### src/design/ntsd_pkg.sv
// Package with shared constants and types of the token stream decoder.
package ntsd_pkg;
  localparam int MaxDepthDefault = 32;
  localparam int LenW = 20;

  localparam logic [3:0] K_LISTSTART = 4'd0;
  localparam logic [3:0] K_INT       = 4'd1;
  localparam logic [3:0] K_NEGINT    = 4'd2;
  localparam logic [3:0] K_LONGINT   = 4'd3;
  localparam logic [3:0] K_LONGNEG   = 4'd4;
  localparam logic [3:0] K_STRSTART  = 4'd5;
  localparam logic [3:0] K_STRBYTE   = 4'd6;
  localparam logic [3:0] K_VOCAB     = 4'd7;
  localparam logic [3:0] K_FLOAT     = 4'd8;
  localparam logic [3:0] K_LISTEND   = 4'd9;
  localparam logic [3:0] K_ERROR     = 4'd10;

  localparam logic [2:0] E_NONE    = 3'd0;
  localparam logic [2:0] E_PREFIX  = 3'd1;
  localparam logic [2:0] E_LIST    = 3'd2;
  localparam logic [2:0] E_STRING  = 3'd3;
  localparam logic [2:0] E_VOCAB   = 3'd4;
  localparam logic [2:0] E_TYPE    = 3'd5;
  localparam logic [2:0] E_DEEP    = 3'd6;

  localparam logic [7:0] T_LIST    = 8'h80;
  localparam logic [7:0] T_INT     = 8'h81;
  localparam logic [7:0] T_STRING  = 8'h82;
  localparam logic [7:0] T_NEG     = 8'h83;
  localparam logic [7:0] T_FLOAT   = 8'h84;
  localparam logic [7:0] T_LONGINT = 8'h85;
  localparam logic [7:0] T_LONGNEG = 8'h86;
  localparam logic [7:0] T_VOCAB   = 8'h87;

  localparam logic [1:0] A_MAXPFX = 2'd0;
  localparam logic [1:0] A_MAXLEN = 2'd1;
  localparam logic [1:0] A_VOCAB  = 2'd2;

  // Command from the decoder to the count stack chain.
  typedef struct packed {
    logic push;       // open a list with count
    logic complete;   // one element finished; may close the top list
    logic [LenW-1:0] count;
  } stk_cmd_t;

  // One result item.
  typedef struct packed {
    logic [3:0]  kind;
    logic [63:0] value;
    logic        ovf;
    logic [5:0]  depth;
    logic [2:0]  err;
  } tok_t;
endpackage

### src/design/ntsd_cell.sv
// One cell of the count stack: holds one open list count and shifts with neighbors.
module ntsd_cell (
  input  logic clk,
  input  logic push,
  input  logic pop,
  input  logic dec,
  input  logic [ntsd_pkg::LenW-1:0] from_below,
  input  logic [ntsd_pkg::LenW-1:0] from_above,
  output logic [ntsd_pkg::LenW-1:0] count
);
  // Shift down on push, up on pop, count down on the top cell.
  always_ff @(posedge clk) begin
    if (push) begin
      count <= from_below;
    end else if (pop) begin
      count <= from_above;
    end else if (dec) begin
      count <= count - ntsd_pkg::LenW'(1);
    end
  end
endmodule

### src/design/ntsd_stack.sv
// Count stack built as a chain of cells; cell 0 is the top of stack.
module ntsd_stack #(
  parameter int MAX_DEPTH = ntsd_pkg::MaxDepthDefault,
  parameter int DW = $clog2(MAX_DEPTH + 1)
) (
  input  logic clk,
  input  logic rst,
  input  ntsd_pkg::stk_cmd_t cmd,
  output logic top_one,           // a finished element now closes the top list
  output logic [DW-1:0] depth
);
  logic [ntsd_pkg::LenW-1:0] cnt [MAX_DEPTH];
  logic dec_top, pop;

  assign top_one = (depth != '0) && (cnt[0] == ntsd_pkg::LenW'(1));
  assign dec_top = cmd.complete && (depth != '0);
  assign pop = dec_top && top_one;

  for (genvar i = 0; i < MAX_DEPTH; i++) begin : g_cell
    logic [ntsd_pkg::LenW-1:0] below, above;
    if (i == 0) begin : g_top
      assign below = cmd.count;
    end else begin : g_mid
      assign below = cnt[i-1];
    end
    if (i == MAX_DEPTH - 1) begin : g_bot
      assign above = cnt[i];
    end else begin : g_up
      assign above = cnt[i+1];
    end
    ntsd_cell u_cell (
      .clk(clk), .push(cmd.push), .pop(pop), .dec(dec_top && (i == 0)),
      .from_below(below), .from_above(above), .count(cnt[i])
    );
  end

  // Track the number of open lists.
  always_ff @(posedge clk) begin
    if (rst) begin
      depth <= '0;
    end else if (cmd.push) begin
      depth <= depth + DW'(1);
    end else if (pop) begin
      depth <= depth - DW'(1);
    end
  end
endmodule

### src/design/nested_token_stream_decoder.sv
// Top level of the nested token stream decoder.
// Takes one byte per request on s_axis and emits tokens on m_axis through a
// single output register. A byte is taken only when that register is empty
// or being drained and no list end of the previous byte is still owed; its
// first token is loaded at the same edge. Each list that the byte closes
// adds one list end token after it, since the count stack is a chain of
// cells that pops one entry per cycle while the output register is free;
// an empty list counts as one close. The receiver holding off delays this.
// After an error the block swallows all bytes until reset. Registers at
// paddr 0, 4 and 8.
module nested_token_stream_decoder #(
  parameter int MAX_DEPTH = ntsd_pkg::MaxDepthDefault
) (
  input  logic clk,
  input  logic rst,
  input  logic psel,
  input  logic penable,
  input  logic pwrite,
  input  logic [3:0] paddr,
  input  logic [31:0] pwdata,
  output logic [31:0] prdata,
  output logic pready,
  input  logic s_axis_tvalid,
  output logic s_axis_tready,
  input  logic [7:0] s_axis_tdata,   // [7:0] data_byte
  output logic m_axis_tvalid,
  input  logic m_axis_tready,
  output logic [79:0] m_axis_tdata,  // [3:0] kind, [67:4] value, [68] overflow,
                                     // [74:69] depth, [77:75] error code, zeros
  output logic m_axis_tlast          // last_of_run
);
  localparam int DW = $clog2(MAX_DEPTH + 1);

  typedef enum logic [3:0] {
    S_PREFIX = 4'b0001, S_STRING = 4'b0010, S_FLOAT = 4'b0100, S_ERROR = 4'b1000
  } mode_t;

  logic [6:0]  max_prefix_bytes;
  logic [19:0] max_length;
  logic [7:0]  vocab_limit;

  mode_t mode;
  logic [63:0] prefix_value;
  logic [6:0]  prefix_count;
  logic        prefix_overflow;
  logic [19:0] payload_left;
  logic [63:0] float_shift;

  ntsd_pkg::stk_cmd_t cmd;
  logic top_one;
  logic [DW-1:0] depth;

  ntsd_pkg::tok_t otok;
  ntsd_pkg::tok_t end_tok;
  logic ovalid, olast;
  logic out_free;
  logic pend;
  logic take;

  logic emit;
  ntsd_pkg::tok_t tok;
  logic complete, pushn, empty_list;
  logic [19:0] pushc;
  logic to_err;
  logic [2:0] ecode;
  logic b_hi;
  logic [6:0] sh7;
  logic [12:0] shift;
  logic [63:0] v64;
  logic deep;

  // Config port.
  assign pready = 1'b1;
  always_ff @(posedge clk) begin
    if (rst) begin
      max_prefix_bytes <= 7'd64;
      max_length <= 20'd655360;
      vocab_limit <= 8'd31;
    end else if (psel && penable && pwrite) begin
      case (paddr[3:2])
        ntsd_pkg::A_MAXPFX: max_prefix_bytes <= pwdata[6:0];
        ntsd_pkg::A_MAXLEN: max_length <= pwdata[19:0];
        ntsd_pkg::A_VOCAB:  vocab_limit <= pwdata[7:0];
        default: ;
      endcase
    end
  end
  always_comb begin
    case (paddr[3:2])
      ntsd_pkg::A_MAXPFX: prdata = {25'd0, max_prefix_bytes};
      ntsd_pkg::A_MAXLEN: prdata = {12'd0, max_length};
      ntsd_pkg::A_VOCAB:  prdata = {24'd0, vocab_limit};
      default: prdata = 32'd0;
    endcase
  end

  ntsd_stack #(.MAX_DEPTH(MAX_DEPTH), .DW(DW)) u_stack (
    .clk(clk), .rst(rst), .cmd(cmd), .top_one(top_one), .depth(depth)
  );

  // Hold the input while the output is full or a list end is still owed.
  assign out_free = !ovalid || m_axis_tready;
  assign s_axis_tready = out_free && !pend;
  assign take = s_axis_tvalid && s_axis_tready;

  // Decode the byte; its first token goes out at once, list ends follow.
  always_comb begin
    b_hi = s_axis_tdata[7];
    emit = 1'b0; complete = 1'b0; pushn = 1'b0; pushc = 20'd0; empty_list = 1'b0;
    to_err = 1'b0; ecode = ntsd_pkg::E_NONE;
    tok = '0;
    tok.depth = 6'(depth);
    v64 = prefix_value;
    deep = (depth >= DW'(MAX_DEPTH));
    sh7 = prefix_count;
    shift = 13'(sh7) * 13'd7;
    case (mode)
      S_PREFIX: begin
        if (!b_hi) begin
          if (prefix_count >= max_prefix_bytes) begin
            to_err = 1'b1; ecode = ntsd_pkg::E_PREFIX;
          end
        end else begin
          case (s_axis_tdata)
            ntsd_pkg::T_LIST: begin
              if (prefix_overflow || v64 > 64'(max_length)) begin
                to_err = 1'b1; ecode = ntsd_pkg::E_LIST;
              end else if (deep) begin
                to_err = 1'b1; ecode = ntsd_pkg::E_DEEP;
              end else begin
                emit = 1'b1; tok.kind = ntsd_pkg::K_LISTSTART; tok.value = v64;
                tok.depth = 6'(depth + DW'(1));
                // An empty list is never pushed; its end is owed instead.
                if (v64 == 64'd0) begin
                  empty_list = 1'b1;
                end else begin
                  pushn = 1'b1; pushc = v64[19:0];
                end
              end
            end
            ntsd_pkg::T_INT, ntsd_pkg::T_NEG, ntsd_pkg::T_LONGINT,
            ntsd_pkg::T_LONGNEG: begin
              emit = 1'b1; tok.value = v64; tok.ovf = prefix_overflow;
              complete = 1'b1;
              case (s_axis_tdata)
                ntsd_pkg::T_INT:     tok.kind = ntsd_pkg::K_INT;
                ntsd_pkg::T_NEG:     tok.kind = ntsd_pkg::K_NEGINT;
                ntsd_pkg::T_LONGINT: tok.kind = ntsd_pkg::K_LONGINT;
                default:             tok.kind = ntsd_pkg::K_LONGNEG;
              endcase
            end
            ntsd_pkg::T_STRING: begin
              if (prefix_overflow || v64 > 64'(max_length)) begin
                to_err = 1'b1; ecode = ntsd_pkg::E_STRING;
              end else begin
                emit = 1'b1; tok.kind = ntsd_pkg::K_STRSTART; tok.value = v64;
                complete = (v64 == 64'd0);
              end
            end
            ntsd_pkg::T_FLOAT: ;
            ntsd_pkg::T_VOCAB: begin
              if (prefix_overflow || v64 > 64'(vocab_limit)) begin
                to_err = 1'b1; ecode = ntsd_pkg::E_VOCAB;
              end else begin
                emit = 1'b1; tok.kind = ntsd_pkg::K_VOCAB; tok.value = v64;
                complete = 1'b1;
              end
            end
            default: begin
              to_err = 1'b1; ecode = ntsd_pkg::E_TYPE;
            end
          endcase
        end
      end
      S_STRING: begin
        emit = 1'b1; tok.kind = ntsd_pkg::K_STRBYTE; tok.value = 64'(s_axis_tdata);
        complete = (payload_left <= 20'd1);
      end
      S_FLOAT: begin
        if (payload_left <= 20'd1) begin
          emit = 1'b1; tok.kind = ntsd_pkg::K_FLOAT;
          tok.value = {float_shift[55:0], s_axis_tdata};
          complete = 1'b1;
        end
      end
      default: ;
    endcase
    if (to_err) begin
      emit = 1'b1; tok = '0; tok.kind = ntsd_pkg::K_ERROR; tok.err = ecode;
      tok.depth = 6'(depth);
      complete = 1'b0; pushn = 1'b0; empty_list = 1'b0;
    end
  end

  // Stack command: push or count an element on a byte, one close step per owed end.
  always_comb begin
    cmd = '0;
    if (take) begin
      cmd.push = pushn;
      cmd.count = pushc;
      cmd.complete = complete;
    end else if (pend && out_free) begin
      cmd.complete = 1'b1;
    end
  end

  // List end token at the depth left after the close.
  always_comb begin
    end_tok = '0;
    end_tok.kind = ntsd_pkg::K_LISTEND;
    end_tok.depth = 6'(depth);
  end

  // Parser state.
  always_ff @(posedge clk) begin
    if (rst) begin
      mode <= S_PREFIX;
      prefix_value <= '0;
      prefix_count <= '0;
      prefix_overflow <= 1'b0;
      payload_left <= '0;
      float_shift <= '0;
    end else begin
      if (take) begin
        if (to_err) begin
          mode <= S_ERROR;
        end else begin
          case (mode)
            S_PREFIX: begin
              if (!b_hi) begin
                if (s_axis_tdata != 8'd0) begin
                  if (shift >= 13'd64) begin
                    prefix_overflow <= 1'b1;
                  end else begin
                    if (shift > 13'd57 &&
                        ((s_axis_tdata >> (7'd64 - 7'(shift))) != 8'd0))
                      prefix_overflow <= 1'b1;
                    prefix_value <= prefix_value | (64'(s_axis_tdata) << shift[5:0]);
                  end
                end
                prefix_count <= prefix_count + 7'd1;
              end else begin
                prefix_value <= '0; prefix_count <= '0; prefix_overflow <= 1'b0;
                if (s_axis_tdata == ntsd_pkg::T_STRING && v64 != 64'd0) begin
                  mode <= S_STRING; payload_left <= v64[19:0];
                end else if (s_axis_tdata == ntsd_pkg::T_FLOAT) begin
                  mode <= S_FLOAT; payload_left <= 20'd8; float_shift <= '0;
                end
              end
            end
            S_STRING: begin
              payload_left <= payload_left - 20'd1;
              if (payload_left <= 20'd1) mode <= S_PREFIX;
            end
            S_FLOAT: begin
              payload_left <= payload_left - 20'd1;
              float_shift <= {float_shift[55:0], s_axis_tdata};
              if (payload_left <= 20'd1) mode <= S_PREFIX;
            end
            default: ;
          endcase
        end
      end
    end
  end

  // Output register: load the first token of a byte, then each owed list end.
  always_ff @(posedge clk) begin
    if (rst) begin
      ovalid <= 1'b0;
      olast <= 1'b0;
      pend <= 1'b0;
      otok <= '0;
    end else if (out_free) begin
      if (take) begin
        otok <= tok;
        ovalid <= emit;
        olast <= !(empty_list || (complete && top_one));
        pend <= empty_list || (complete && top_one);
      end else if (pend) begin
        otok <= end_tok;
        ovalid <= 1'b1;
        olast <= !top_one;
        pend <= top_one;
      end else begin
        ovalid <= 1'b0;
      end
    end
  end

  assign m_axis_tvalid = ovalid;
  assign m_axis_tlast = olast;
  assign m_axis_tdata = {2'b00, otok.err, otok.depth, otok.ovf, otok.value, otok.kind};
endmodule

### config.mk
export PLATFORM = sky130hd
export DESIGN_NAME = nested_token_stream_decoder
export DESIGN_NICKNAME = d
export VERILOG_FILES = /design/src/design/ntsd_pkg.sv /design/src/design/ntsd_cell.sv /design/src/design/ntsd_stack.sv /design/src/design/nested_token_stream_decoder.sv
export SDC_FILE = /design/constraint.sdc
export NUM_CORES = 2
export LEC_CHECK = 0
export BUFFER_PORTS_ARGS = -buffer_cell sky130_fd_sc_hd__buf_2
export CAP_MARGIN = 20
export CORE_MARGIN = 2
export CORE_UTILIZATION = 30
export CTS_CLUSTER_DIAMETER = 150
export DETAILED_ROUTE_END_ITERATION = 16
export HOLD_SLACK_MARGIN = 0.1
export PLACE_DENSITY = 0.47
export REMOVE_ABC_BUFFERS = 1
export SYNTH_ARGS = -nofsm -noshare
export SYNTH_HDL_FRONTEND = slang
export SYNTH_SLANG_ARGS = --single-unit
### constraint.sdc
create_clock -name clk -period 21.3 [get_ports clk]
set_input_delay 1.065 -clock clk [delete_from_list [all_inputs] [get_ports clk]]
set_output_delay 1.065 -clock clk [all_outputs]
set_load 0.05 [all_outputs]
# After elaboration in Yosys (flattened, before gate mapping)
# Index checks and enable logic that the tools add are counted.
# op_classes
n_addsub	6
shift	2
n_bitwise	2
mul	1
reduce_logical	46
eq_ne	22
order_cmp	7
mux	165
# ops
cell	count
20-bit 2-to-1 mux	73
64-bit 2-to-1 mux	5
68-bit one-hot mux with 4 select lines	1
78-bit 2-to-1 mux	3
68-bit one-hot mux with 3 select lines	1
56-bit 2-to-1 mux	3
67-bit 2-to-1 mux	2
56-bit one-hot mux with 2 select lines	1
75-bit 2-to-1 mux	1
68-bit 2-to-1 mux	1
8-bit equality test (second input constant)	8
64-bit by 20-bit greater-than comparator with 1-bit output	1
64-bit by 8-bit greater-than comparator with 1-bit output	1
64-bit zero test	1
64-bit bitwise OR	1
64-bit nonzero test	1
8-bit by 6-bit left shift with 64-bit output	1
20-bit one-hot mux with 3 select lines	1
1-bit 2-to-1 mux	46
20-bit one-hot mux with 2 select lines	1
20-bit by 1-bit subtractor with 20-bit output (second input constant)	2
6-bit 2-to-1 mux	5
20-bit by 1-bit equality test with 1-bit output (second input constant)	1
20-bit by 1-bit <= comparator with 1-bit output (second input constant)	1
other kinds (44)	89
# totals
in_bits	51
out_inout_bits	116
reg_bits	914
wordCells	301

# Depth between registers and ports, before layout
# depth
depth_word	12
mapped_depth	13
ltp_nobuf	12

# Hierarchy
# From an unflattened synthesis, not the netlist that was laid out.
# hier_totals
cells_unflattened	6097
hier_area_um2	57547.7
# modules_own_cells
module	cells_each	instances	area_per_inst_um2	seq_area_each_um2
ntsd_cell	136	32	1346.3	600.6
nested_token_stream_decoder	1683	1	13958.4	5365.1
ntsd_stack	62	1	508.0	120.1

# Worst setup path before layout
# No wires, ideal clock.
# synth_timing
path_type	input -> register
start	input m_axis_tready
end	register u_stack.g_cell[10].u_cell.count[0] (netlist name) (enable)
slack_ns	4.539
path_stages	7
setup_ns	4.243
arrival_time_ns	12.518
path_cell_list	nor2b_1 nor2_1 nand2_1 nor2_1 o31ai_2 clkbuf_1 nand2_1
# synth_between
elab_chain_len	7
word_cells_on_any_way	10
# synth_rtl
item	line	text
start: declaration	nested_token_stream_decoder.sv:27	input logic m_axis_tready,
1-bit logical OR *	nested_token_stream_decoder.sv:102	assign out_free = !ovalid || m_axis_tready;
1-bit logical AND *	nested_token_stream_decoder.sv:103	assign s_axis_tready = out_free && !pend;
via s_axis_tready	nested_token_stream_decoder.sv:24	output logic s_axis_tready,
1-bit logical AND *	nested_token_stream_decoder.sv:104	assign take = s_axis_tvalid && s_axis_tready;
1-bit 2-to-1 mux	nested_token_stream_decoder.sv:198	if (take) begin
1-bit logical AND	ntsd_stack.sv:16	assign dec_top = cmd.complete && (depth != '0);
1-bit logical AND	ntsd_stack.sv:17	assign pop = dec_top && top_one;
2-bit nonzero test (no source line) *	n/a	
end signal: assignment	ntsd_cell.sv:14	count <= from_below;
end signal: assignment	ntsd_cell.sv:16	count <= from_above;
end signal: assignment	ntsd_cell.sv:18	count <= count - ntsd_pkg::LenW'(1);
end: declaration	ntsd_cell.sv:9	output logic [ntsd_pkg::LenW-1:0] count
# The timed path passes the listed nets; every way through them passes the cells marked *.
# A chain may end at the register's enable or synchronous reset.

# Final worst setup path
# layout_timing
start	register prefix_value[9]
end	register u_stack.g_cell[26].u_cell.count[14] (netlist name) (enable)
# layout_between
elab_chain_len	11
word_cells_on_any_way	29
# layout_rtl
item	line	text
start: declaration	nested_token_stream_decoder.sv:43	logic [63:0] prefix_value;
start signal: assignment	nested_token_stream_decoder.sv:238	prefix_value <= prefix_value | (64'(s_axis_tdata) << shift[5:0]);
64-bit by 8-bit greater-than comparator with 1-bit output or 64-bit by 20-bit greater-than comparator with 1-bit output (tied branches)	nested_token_stream_decoder.sv:162, nested_token_stream_decoder.sv:126, nested_token_stream_decoder.sv:153	
1-bit logical OR, on equally long branches	nested_token_stream_decoder.sv:162, nested_token_stream_decoder.sv:126, nested_token_stream_decoder.sv:153	
1-bit 2-to-1 mux, on equally long branches	nested_token_stream_decoder.sv:162, nested_token_stream_decoder.sv:126, nested_token_stream_decoder.sv:153	
1-bit one-hot mux with 3 select lines or 1-bit one-hot mux with 4 select lines (tied branches)	nested_token_stream_decoder.sv:124	case (s_axis_tdata)
1-bit 2-to-1 mux	nested_token_stream_decoder.sv:119	if (!b_hi) begin
1-bit one-hot mux with 3 select lines or 1-bit 2-to-1 mux (tied branches)	nested_token_stream_decoder.sv:117	case (mode)
1-bit 2-to-1 mux	nested_token_stream_decoder.sv:188	if (to_err) begin
1-bit 2-to-1 mux	nested_token_stream_decoder.sv:198	
1-bit logical AND	ntsd_stack.sv:16	
1-bit logical AND	ntsd_stack.sv:17	
2-bit nonzero test (no source line) *	n/a	
end signal: assignment	ntsd_cell.sv:14	
end signal: assignment	ntsd_cell.sv:16	
end signal: assignment	ntsd_cell.sv:18	
end: declaration	ntsd_cell.sv:9	
# Mark *: on every way between the ends. The rest lies on a longest branch, timed or not.

==> metrics.csv <==
metric,value,unit
CTS Hold Bufs,0,
grt ovf,0,
met3 GRT Util,2.34,%
"Data arrival, critical path",8.01,ns
global-route wire length before repair,170000,µm
Final setup viols,0,
outcome,"finished, final reports clean",
PwrDens,81.1,nW/µm²
slowest CP cell,buf_4,
asr flop ratio synth,0,%
"Seq/Total Area, Yosys",59.5,%
Fmax,130,MHz
"reg-to-reg slack, setup",13.59,ns
drt first pass iters,9,
Die Footprint,141000,µm²
die span in y,376,µm
RSZ-0062 raised after global routing,false,
routed wire length,107000,µm
Via density,4.91,
ANT nets after route,0,
setup TNS,0,ns
Slew Limit Fails,0,
most used cell along the critical path,buf_4,
"Reg clk slew, reported paths",0.06,ns
final worst path period need,7.71,ns
met1 GRT Util,21.2,%
Die X-Extent,376,µm
Syn-to-layout area delta,13.5,%
Finished Cell Area,47100,µm²
Rows,136,
gr busiest metal,met2,
vias after detailed routing,30900,
post-synthesis cell area,41500,µm²
FF-to-FF End,u_stack.g_cell[26].u_cell.count[14]$_DFFE_PP_,
Post-Synthesis Cells,4417,
critical path startpoint category,flop,
Synth Register Bits,914,
Setup Skew,0.0268,ns
Hold Path Cell Cnt,0,
syn_area_per_cell,9.40,µm²
period utilization,36.2,%
Boundary Pins,167,
vias in the first global route,29600,
Reg2Reg Depth,13,
final hold violations,0,
Slew headroom,21.6,%
CTS Root Cell,clkbuf_16,
min-delay worst type,flop to flop,
CTS H-tree depth,3,
Final WS setup,13.59,ns
main flop type after synthesis,edfxtp_1,
setup bufs post-CTS,0,
Crit Reg-Reg Startpoint,prefix_value[9]$_SDFFE_PP0P_,
max-cap viol count,0,
Lkg Pwr,0.0166,µW
maximum clock path buffer count,3,
worst slew pin tran,1.18,ns
DP Cell Count,6103,
number of library cell types mapped by synthesis,79,
CTS tree,yes,
number of synthesized flops with an enable pin,640,
post_cts resized,0,
CORE AREA,137000,µm²
Final Util,34.3,%
DP Worst Slack,12.89,ns
CP cell instances,ha_1 -> nand4_1 -> or4_1 -> o21ai_0 -> nand3_1 -> o41ai_2 -> o31ai_4 -> buf_4 -> nand2_4 -> buf_4 -> buf_4 -> buf_12 -> buf_4,
CP peak stage delay,0.94,ns
Avg WL per Cell,17.0,µm
Finished Layout Cells,6294,
fin nets,4531,
clock latency on the worst-skew pair,0.70,ns
DP HPWL,64900,µm
layout cells sized above 1,8.14,%
Residual DRC,0,
Min-Delay Startpoint,u_stack.g_cell[30].u_cell.count[0]$_DFFE_PP_,
met2 Track Usage GR,22.8,%
largest net degree at the start of global routing,264,
GP Congestion,0.859,
Peak VDD IR,0.0576,mV
All-Layer GR Usage,14.8,%
Critical Path End Type,flop,
CP required,21.60,ns
Initial Util,30.2,%
Area after DPL,43800,µm²
starting DRC count in detailed routing,2661,
Clock Sinks,914,
port bufs,137,
Crit Path Max Fanout,181,
number of antenna violations at the first check in global routing,4,
end of the worst hold path,u_stack.g_cell[31].u_cell.count[0]$_DFFE_PP_,
CTS buffer count,103,
kind of critical path,flop to flop,
Ys Warns,0,
[sequential cells by signal (all words and copies together), names as in the netlist]
| register | count |
|---|---|
| float_shift | 56 |
| m_axis_tdata | 78 |
| m_axis_tlast | 1 |
| m_axis_tvalid | 1 |
| max_length | 20 |
| max_prefix_bytes | 7 |
| mode | 4 |
| payload_left | 20 |
| pend | 1 |
| prefix_count | 7 |
| prefix_overflow | 1 |
| prefix_value | 64 |
| u_stack.depth | 6 |
| u_stack.g_cell.u_cell.count | 640 |
| vocab_limit | 8 |
[critical path, delay by kind of cell, from the launching register on]
kind / cells / cell delay, ns
fa+ha+maj: 1 / 0.23
compound gates: 3 / 1.00
buf+inv: 5 / 3.27
flops: 1 / 0.72
simple gates: 4 / 1.70
[cell usage after synthesis (52+ instances only)]
cell type	number	area share (%)
nand2_1	1994	18
edfxtp_1	640	46
dfxtp_1	274	13
clkbuf_1	248	2.2
nor2_1	176	1.6
inv_1	122	1.1
a21oi_1	78	0.94
a32oi_1	68	1.4
o41ai_1	64	1.4
a22o_1	61	1.3
ha_1	57	1.7
nor3_1	56	0.68
o22ai_1	52	0.78
[cell type report]
type | instances | area (µm²)
Antenna cell | 2 | 5.00
Clock buffer | 147 | 2920
Clock inverter | 40 | 357
Fill cell | 14200 | 90200
Inverter | 122 | 458
Multi-Input combinational cell | 3096 | 15300
Sequential cell | 914 | 24700
Tap cell | 1794 | 2240
Timing Repair Buffer | 179 | 1090
[through the flow]
| step | hold WS, ns | power, µW |
|---|---|---|
| global route | 0.458 | 3960 |
| CTS | 0.448 | 3870 |
| floorplan | 0.426 | 2040 |
| global placement | 0.431 | 2110 |
| detailed placement | 0.434 | 2110 |
| finish | 0.447 | 3820 |
[layer usage]
| layer | part of all wire [%] | vias to the layer above |
|---|---|---|
| met4 | 3.2 | 2 |
| met1 | 48 | 15000 |
| met3 | 4.3 | 188 |
| met5 | 0.012 | - |
| li1 | - | 15100 |
| met2 | 44 | 650 |
[power by group]
group | switching (µW) | total [µW] | internal (µW) | leakage (µW)
combinational | 133 | 180 | 46.4 | 0.00911
clock | 751 | 1740 | 992 | 0.00161
sequential | 10.5 | 1890 | 1880 | 0.00588
total | 895 | 3820 | 2920 | 0.0166
[worst max-delay path by stage]
stage / from / endpoint / slack, ns / cells past startpoint
after floorplan: s_axis_tdata[3] / u_stack.g_cell[0].u_cell.count[10]$_DFFE_PP_ / -29.56 / 5
after global placement: prefix_value[9]$_SDFFE_PP0P_ / u_stack.g_cell[5].u_cell.count[16]$_DFFE_PP_ / 12.93 / 13
after detailed placement: prefix_value[9]$_SDFFE_PP0P_ / u_stack.g_cell[6].u_cell.count[16]$_DFFE_PP_ / 12.89 / 13
after CTS: prefix_value[9]$_SDFFE_PP0P_ / u_stack.g_cell[8].u_cell.count[16]$_DFFE_PP_ / 12.84 / 13
after global routing: prefix_value[9]$_SDFFE_PP0P_ / u_stack.g_cell[27].u_cell.count[16]$_DFFE_PP_ / 13.16 / 13
final: prefix_value[9]$_SDFFE_PP0P_ / u_stack.g_cell[26].u_cell.count[14]$_DFFE_PP_ / 13.59 / 13
[cells in the final DEF (no fill, tap or decap), drive strengths merged, types with 33 or more instances in the layout]
master | netlist | layout
a22o | 61 | 61
o22ai | 52 | 52
nand2 | 1995 | 1995
nor2 | 176 | 176
ha | 57 | 57
o21ai | 44 | 44
nor3 | 56 | 56
inv | 122 | 128
buf | 50 | 179
mux2i | 34 | 34
a21oi | 78 | 78
nor4 | 33 | 33
clkbuf | 248 | 147
a32oi | 68 | 68
edfxtp | 640 | 640
dfxtp | 274 | 274
o41ai | 65 | 65
nand3 | 43 | 43
[kinds of logic after synthesis]
logic type	share of synthesized area, %
and+or+nand+nor	23.5
DFF	59.5
AOI/OAI and AO/OA	9.28
buffers and inverters	3.99
adders and majority gates	2.06
muxes	0.956
xor gates and xnor gates	0.696
other	0.0181
No activity file was read; power rests on OpenSTA's default activity.
